## src/rtl/wtsc_pkg.sv

```systemverilog
// Shared types, codes and helpers for the wave-table sound channel.
package wtsc_pkg;

    localparam logic [1:0] OP_TICK    = 2'd0;
    localparam logic [1:0] OP_WRITE   = 2'd1;
    localparam logic [1:0] OP_READ    = 2'd2;
    localparam logic [1:0] OP_TRIGGER = 2'd3;

    localparam logic [1:0] CFG_FREQUENCY    = 2'd0;
    localparam logic [1:0] CFG_OUTPUT_LEVEL = 2'd1;
    localparam logic [1:0] CFG_DAC_ENABLE   = 2'd2;

    localparam logic [7:0] ADDR_NR30      = 8'h1A;
    localparam logic [7:0] ADDR_NR32      = 8'h1C;
    localparam logic [3:0] ADDR_WAVE_PAGE = 4'h3;

    localparam int          WAVE_BYTES  = 16;
    localparam int          WAVE_AW     = $clog2(WAVE_BYTES);
    localparam logic [11:0] PERIOD_BASE = 12'd2048;
    localparam int          CFG_DW      = 11;

    typedef struct packed {
        logic [1:0] opcode;
        logic [7:0] address;
        logic [7:0] write_data;
    } t_in_item;

    typedef struct packed {
        logic [3:0] sample;
        logic [7:0] read_data;
        logic       channel_on;
        logic [4:0] position;
    } t_out_item;

    // Volume code to right shift: mute, full, half, quarter.
    function automatic logic [2:0] level_shift(input logic [1:0] level);
        logic [2:0] s;
        case (level)
            2'd0:    s = 3'd4;
            2'd1:    s = 3'd0;
            2'd2:    s = 3'd1;
            2'd3:    s = 3'd2;
            default: s = 3'd4;
        endcase
        return s;
    endfunction

endpackage

```

## src/rtl/wtsc_wave_ram.sv

```systemverilog
// Wave RAM: 16 bytes, one write port, two registered read ports, write forwarding.
module wtsc_wave_ram
    import wtsc_pkg::*;
(
    input  logic               i_clk,
    input  logic               i_rst_n,
    input  logic               i_re,
    input  logic               i_we,
    input  logic [WAVE_AW-1:0] i_waddr,
    input  logic [7:0]         i_wdata,
    input  logic [WAVE_AW-1:0] i_raddr_a,
    input  logic [WAVE_AW-1:0] i_raddr_b,
    output logic [7:0]         o_rdata_a,
    output logic [7:0]         o_rdata_b
);

    logic [7:0]            mem [WAVE_BYTES];
    logic [WAVE_BYTES-1:0] r_valid;
    logic [7:0]            r_mem_a, r_mem_b, r_wdata;
    logic                  r_vld_a, r_vld_b, r_fwd_a, r_fwd_b;

    always_ff @(posedge i_clk) begin
        if (i_we) begin
            mem[i_waddr] <= i_wdata;
        end
        if (i_re) begin
            r_mem_a <= mem[i_raddr_a];
            r_mem_b <= mem[i_raddr_b];
            r_wdata <= i_wdata;
        end
    end

    // Entries never written read as zero.
    always_ff @(posedge i_clk) begin
        if (!i_rst_n) begin
            r_valid <= '0;
            r_vld_a <= 1'b0;
            r_vld_b <= 1'b0;
            r_fwd_a <= 1'b0;
            r_fwd_b <= 1'b0;
        end else begin
            if (i_we) begin
                r_valid[i_waddr] <= 1'b1;
            end
            if (i_re) begin
                r_vld_a <= r_valid[i_raddr_a];
                r_vld_b <= r_valid[i_raddr_b];
                r_fwd_a <= i_we && (i_waddr == i_raddr_a);
                r_fwd_b <= i_we && (i_waddr == i_raddr_b);
            end
        end
    end

    assign o_rdata_a = r_fwd_a ? r_wdata : (r_vld_a ? r_mem_a : 8'h00);
    assign o_rdata_b = r_fwd_b ? r_wdata : (r_vld_b ? r_mem_b : 8'h00);

endmodule

```

## src/rtl/wave_table_sound_channel_core.sv

```systemverilog
// Wave-table sound channel: timer, position, trigger and wave RAM access.
//
//  channel  | handshake                 | payload
//  ---------+---------------------------+--------------------------
//  in       | i_in_valid / o_in_ready   | i_in_data  (t_in_item)
//  out      | o_out_valid / i_out_ready | o_out_data (t_out_item)
//  cfg      | i_cfg_we                  | i_cfg_index, i_cfg_wdata
//
// One request per cycle unless the output stalls; an accepted request passes the read stage, then the output register.
// Timer, position and channel flag update at acceptance; wave RAM is read then
// and its registered data forms the result in the next stage.
// Synchronous active-low reset clears control state and marks all wave RAM
// entries empty (reading zero); no clearing pass is needed.
// An output stall holds the read stage; input is taken while either slot frees.
module wave_table_sound_channel_core
    import wtsc_pkg::*;
(
    input  logic              i_clk,
    input  logic              i_rst_n,
    input  logic              i_in_valid,
    output logic              o_in_ready,
    input  t_in_item          i_in_data,
    output logic              o_out_valid,
    input  logic              i_out_ready,
    output t_out_item         o_out_data,
    input  logic              i_cfg_we,
    input  logic [1:0]        i_cfg_index,
    input  logic [CFG_DW-1:0] i_cfg_wdata
);

    logic [10:0] r_frequency;
    logic [1:0]  r_output_level;
    logic        r_dac_enable;

    logic [12:0] r_timer, n_timer;
    logic [4:0]  r_index, n_index;
    logic        r_on, n_on;

    logic        r_s1_valid;
    logic        r_s1_wave_rd;
    logic [7:0]  r_s1_reg_rd;
    logic        r_s1_on;
    logic [4:0]  r_s1_pos;

    logic        r_out_valid;
    t_out_item   r_out;

    logic        in_accept, s1_adv;
    logic        in_wave;
    logic        ram_we;
    logic [7:0]  rd_a, rd_b;
    logic [7:0]  reg_rd;
    logic [3:0]  nib;
    t_out_item   s1_item;

    assign s1_adv     = r_s1_valid && (!r_out_valid || i_out_ready);
    assign o_in_ready = !r_s1_valid || s1_adv;
    assign in_accept  = i_in_valid && o_in_ready;

    assign in_wave = (i_in_data.address[7:4] == ADDR_WAVE_PAGE);
    assign ram_we  = in_accept && (i_in_data.opcode == OP_WRITE) && in_wave;

    always_comb begin
        n_timer = r_timer;
        n_index = r_index;
        n_on    = r_on;
        case (i_in_data.opcode)
            OP_TICK: begin
                if (r_timer <= 13'd1) begin
                    n_timer = {PERIOD_BASE - {1'b0, r_frequency}, 1'b0};
                    n_index = r_index + 5'd1;
                end else begin
                    n_timer = r_timer - 13'd1;
                end
            end
            OP_TRIGGER: begin
                n_index = 5'd1;
                n_on    = r_on | r_dac_enable;
            end
            default: ;
        endcase
    end

    always_comb begin
        reg_rd = 8'h00;
        if (i_in_data.opcode == OP_READ) begin
            if (i_in_data.address == ADDR_NR30) begin
                reg_rd = {r_dac_enable, 7'd0};
            end else if (i_in_data.address == ADDR_NR32) begin
                reg_rd = {1'b0, r_output_level, 5'd0};
            end
        end
    end

    wtsc_wave_ram u_ram (
        .i_clk     (i_clk),
        .i_rst_n   (i_rst_n),
        .i_re      (in_accept),
        .i_we      (ram_we),
        .i_waddr   (i_in_data.address[WAVE_AW-1:0]),
        .i_wdata   (i_in_data.write_data),
        .i_raddr_a (n_index[4:1]),
        .i_raddr_b (i_in_data.address[WAVE_AW-1:0]),
        .o_rdata_a (rd_a),
        .o_rdata_b (rd_b)
    );

    // High nibble first within each byte.
    assign nib = r_s1_pos[0] ? rd_a[3:0] : rd_a[7:4];

    always_comb begin
        s1_item.sample     = nib >> level_shift(r_output_level);
        s1_item.read_data  = r_s1_wave_rd ? rd_b : r_s1_reg_rd;
        s1_item.channel_on = r_s1_on;
        s1_item.position   = r_s1_pos;
    end

    always_ff @(posedge i_clk) begin
        if (!i_rst_n) begin
            r_frequency    <= '0;
            r_output_level <= '0;
            r_dac_enable   <= 1'b0;
        end else if (i_cfg_we) begin
            case (i_cfg_index)
                CFG_FREQUENCY:    r_frequency    <= i_cfg_wdata[10:0];
                CFG_OUTPUT_LEVEL: r_output_level <= i_cfg_wdata[1:0];
                CFG_DAC_ENABLE:   r_dac_enable   <= i_cfg_wdata[0];
                default: ;
            endcase
        end
    end

    always_ff @(posedge i_clk) begin
        if (!i_rst_n) begin
            r_timer     <= '0;
            r_index     <= '0;
            r_on        <= 1'b0;
            r_s1_valid  <= 1'b0;
            r_out_valid <= 1'b0;
        end else begin
            if (in_accept) begin
                r_timer <= n_timer;
                r_index <= n_index;
                r_on    <= n_on;
            end
            if (in_accept) begin
                r_s1_valid <= 1'b1;
            end else if (s1_adv) begin
                r_s1_valid <= 1'b0;
            end
            if (s1_adv) begin
                r_out_valid <= 1'b1;
            end else if (i_out_ready) begin
                r_out_valid <= 1'b0;
            end
        end
    end

    always_ff @(posedge i_clk) begin
        if (in_accept) begin
            r_s1_wave_rd <= (i_in_data.opcode == OP_READ) && in_wave;
            r_s1_reg_rd  <= reg_rd;
            r_s1_on      <= n_on;
            r_s1_pos     <= n_index;
        end
        if (s1_adv) begin
            r_out <= s1_item;
        end
    end

    assign o_out_valid = r_out_valid;
    assign o_out_data  = r_out;

endmodule

```

## config.mk

```make
export PLATFORM = sky130hd
export DESIGN_NAME = wave_table_sound_channel_core
export DESIGN_NICKNAME = d
export VERILOG_FILES = /design/src/rtl/wtsc_pkg.sv /design/src/rtl/wtsc_wave_ram.sv /design/src/rtl/wave_table_sound_channel_core.sv
export SDC_FILE = /design/constraint.sdc
export NUM_CORES = 1
export LEC_CHECK = 0
export BUFFER_PORTS_ARGS = -buffer_cell sky130_fd_sc_hd__buf_2
export CAP_MARGIN = 15
export CORE_AREA = 2 2 138 140
export CTS_BUF_LIST = sky130_fd_sc_hd__clkbuf_4 sky130_fd_sc_hd__clkbuf_8 sky130_fd_sc_hd__clkbuf_16
export CTS_CLUSTER_SIZE = 10
export DETAILED_ROUTE_END_ITERATION = 10
export DIE_AREA = 0 0 140 142
export PLACE_DENSITY = 0.9
export SYNTH_ARGS = -nofsm -noshare
export SYNTH_HDL_FRONTEND = slang
export SYNTH_SLANG_ARGS = --single-unit
```

## constraint.sdc

```tcl
create_clock -name i_clk -period 2.9 [get_ports i_clk]
set_clock_uncertainty 0.15 [all_clocks]
set_input_delay 0 -clock i_clk [delete_from_list [all_inputs] [get_ports i_clk]]
set_output_delay 0 -clock i_clk [all_outputs]
set_load 0.05 [all_outputs]
```

==> out/qor.yml <==
power:
  max-vdd-ir-drop_uv: 530
  p_seq_share_pct: 48.1
  swShare_pct: 24.6
  combPwrFrac_pct: 13.3
  p_leak_nw: 4.76
  p_clk_share_pct: 38.6
  power.density_nw_per_um2: 596
  switchingPower_mw: 1.93
  internal-power_mw: 5.93
yosys:
  synth_edf_count: 180
  syn_area_um2: 11000
  synth_warnings: 0
  synth_seq_cells: 235
  seq_area_frac_synth_pct: 58.9
  synth_nets: 889
  ys.flop_type: "edfxtp_1"
  syn_inst: 842
  async_flop_share_pct: 0
  synth.avg_cell_area_um2: 13.1
  ys_types: 57
floorplan:
  die-height_um: 142
  start_util_pct: 59.8
  die_area_um2: 19900
  die_w_um: 140
  core_um2: 18500
  io_pins: 56
  num_rows: 50
cells_and_area:
  drive_above_1_share_pct: 22.5
  nFillCells: 1065
  layout_commonest_cell: "edfxtp_1"
  final_cell_mix: "edfxtp_1, nand2_1, mux2i_1, buf_2, dfxtp_1"
  nets: 1027
  diodes: 0
  fin_cells: 1224
  area_delta_synth_final_pct: 19.5
  sequential_cell_area_um2: 6510
  multiInputGateArea_um2: 4300
timing:
  fmaxAchievable_mhz: 342
  setup_viol: 1
  slew_headroom_pct: 54.0
  setup_ws_ns: -0.0197
  timing.final.crit_share_pct: 101
  slew_viol_final: 0
  worstMarginPinSlew_ns: 0.689
  hold_viol_final: 0
  post-route-min-period_ns: 2.92
worst_hold_path:
  holdCritPathClass: "primary input to register"
run:
  cap_violations: 0
clock_network:
  clock-sinks: 235
  root_buffer: "clkbuf_16"
  h-tree-depth: 1
  clock_path_buffers: 3
  clk_latency_ns: 0.53
  cts_buffers: 27
  cts_tree: "done"
  clk_pin_slew_ns: 0.06
routing:
  dr.pass1.iters: 10
  drt_iter0_markers: 1034
  routedWlPerCell_um: 24.3
  dr_total_vias: 8197
  drc: 8
  drt-total-wl_um: 29700
  ant_nets: 0
  viasPerCell: 6.70
critical_path:
  critPathCaptureType: "register"
  critPathKind: "register to register"
  worstPathRequired_ns: 3.02
  critPathMaxFanout: 13
  startpoint_type: "register"
  critical_path_arrival_ns: 3.04
run_status:
  outcome: "finished with violations"
  violations: "design-rule violations, negative setup slack"
placement:
  dp_cells: 1134
  dp_hpwl_um: 17600
  place_ws_ns: -0.0195
  globalplace.congestion: 0.920
  portBuffers: 55
global_route:
  grt_max_degree: 43
  grt_pass1_wl_um: 44700
  overflow: 0
  grtUsageTotal_pct: 29.5
  grt_pass1_vias: 8087
  antenna_found_initial: 0
## kinds of logic (layout without fill, tap and decap cells)
logic type / Yosys count / after routing / synth area share [%]
AO/OA/AOI/OAI: 116 / 116 / 7.29
XOR/XNOR: 13 / 13 / 1.03
adder cells (fa/ha/maj): 11 / 11 / 1.25
buffers and inverters: 70 / 218 / 3.10
flip-flops: 235 / 235 / 58.9
multiplexers: 129 / 129 / 16.8
AND/OR/NAND/NOR: 268 / 268 / 11.6
## power by group through the flow
stage                     Clock (mW)  Sequential, mW  Combinational (mW)
after floorplan                    0            3.87               0.615
final                           3.03            3.78                1.04
after global routing            3.21            3.79                1.11
after CTS                       3.05            3.77               0.968
after global placement             0            3.84               0.886
after detailed placement           0            3.84               0.908
## final cells by class
| cell class | count | share of cell area (%) |
|---|---|---|
| flip-flops and latches | 235 | 49.3 |
| clock buffers | 39 | 5.80 |
| well taps | 234 | 2.22 |
| multi-input cells | 537 | 32.6 |
| repair buffers | 158 | 9.38 |
| inverters | 20 | 0.664 |
| repair inverters | 1 | 0.0664 |
## cell usage after synthesis (12+ instances only)
cell      instances  share of area (%)
a21oi_1          27                1.2
a22oi_1          14               0.95
clkbuf_1         27               0.92
dfxtp_1          55                 10
edfxtp_1        180                 49
inv_1            18               0.61
mux2i_1          83                7.5
mux4_2           45                9.2
nand2_1          95                3.2
nand3_1          40                1.8
nand4_1          12               0.68
nor2_1           46                1.6
nor2b_1          28                1.6
nor3_1           16               0.73
o21a_1           19                1.3
o21ai_0          15               0.68
## path summary, 6_finish.rpt
| kind | slack [ns] | start | to | depth (start not counted) |
|---|---|---|---|---|
| worst max-delay path | -0.02 | r_timer[0] | u_ram.r_mem_a[3] | 10 |
| worst min-delay path | 0.06 | i_in_data[11] | u_ram.r_mem_b[5] | 2 |
| worst max register to register | -0.02 | r_timer[0] | u_ram.r_mem_a[3] | 10 |
| worst min register to register | 0.27 | r_s1_pos[1] | o_out_data[1] | 0 |
## stage by stage
step | TNS, ns | util (%) | power [mW] | area (um^2) | hold slack [ns]
detailed placement | -0.0195 | 64.1 | 4.75 | 11800 | 0.118
CTS | 0 | 70.8 | 7.79 | 13100 | 0.00818
floorplan | -2.44 | - | 4.48 | 11100 | -0.0511
finish | -0.0197 | 71.5 | 7.86 | 13200 | 0.0575
global placement | 0 | 64.1 | 4.73 | 11800 | 0.112
global route | -0.132 | 71.5 | 8.10 | 13200 | 0.0430
## flip-flops by register name, indices dropped and copies added (netlist names)
signal / count
u_ram.mem: 128
o_out_data: 18
u_ram.r_vld_b: 1
u_ram.r_mem_b: 8
r_s1_wave_rd: 1
u_ram.r_valid: 16
o_out_valid: 1
u_ram.r_mem_a: 8
u_ram.r_wdata: 8
u_ram.r_vld_a: 1
r_frequency: 11
u_ram.r_fwd_a: 1
r_on: 1
r_s1_reg_rd: 3
r_output_level: 2
r_s1_valid: 1
u_ram.r_fwd_b: 1
r_s1_pos: 5
r_timer: 13
r_index: 5
r_s1_on: 1
r_dac_enable: 1
## metal layers
| metal | wire (um) | track usage, % |
|---|---|---|
| met3 | 3430 | 5.55 |
| met5 | 0 | 0 |
| met1 | 10600 | 36.8 |
| met2 | 14300 | 50.6 |
| met4 | 1350 | 13.8 |
## worst max-delay path, cell delays in order (launching register included)
cell,delay (ns)
dfxtp_1,0.42
ha_1,0.21
o211ai_2,0.12
or4_1,0.52
and3_4,0.24
clkinv_8,0.14
buf_12,0.17
mux2i_2,0.28
nand2_1,0.14
nand3_1,0.16
nand4_1,0.10
## repair_timing
item	in CTS	in global routing
hold endpoints to repair	196	0
pin swaps	0	2
gates cloned	1	1
setup buffers	0	5
hold buffers	44	0
gates resized for setup	5	14
endpoints found under the setup margin	4	27
Note: power is estimated with default switching activity, not from simulation.
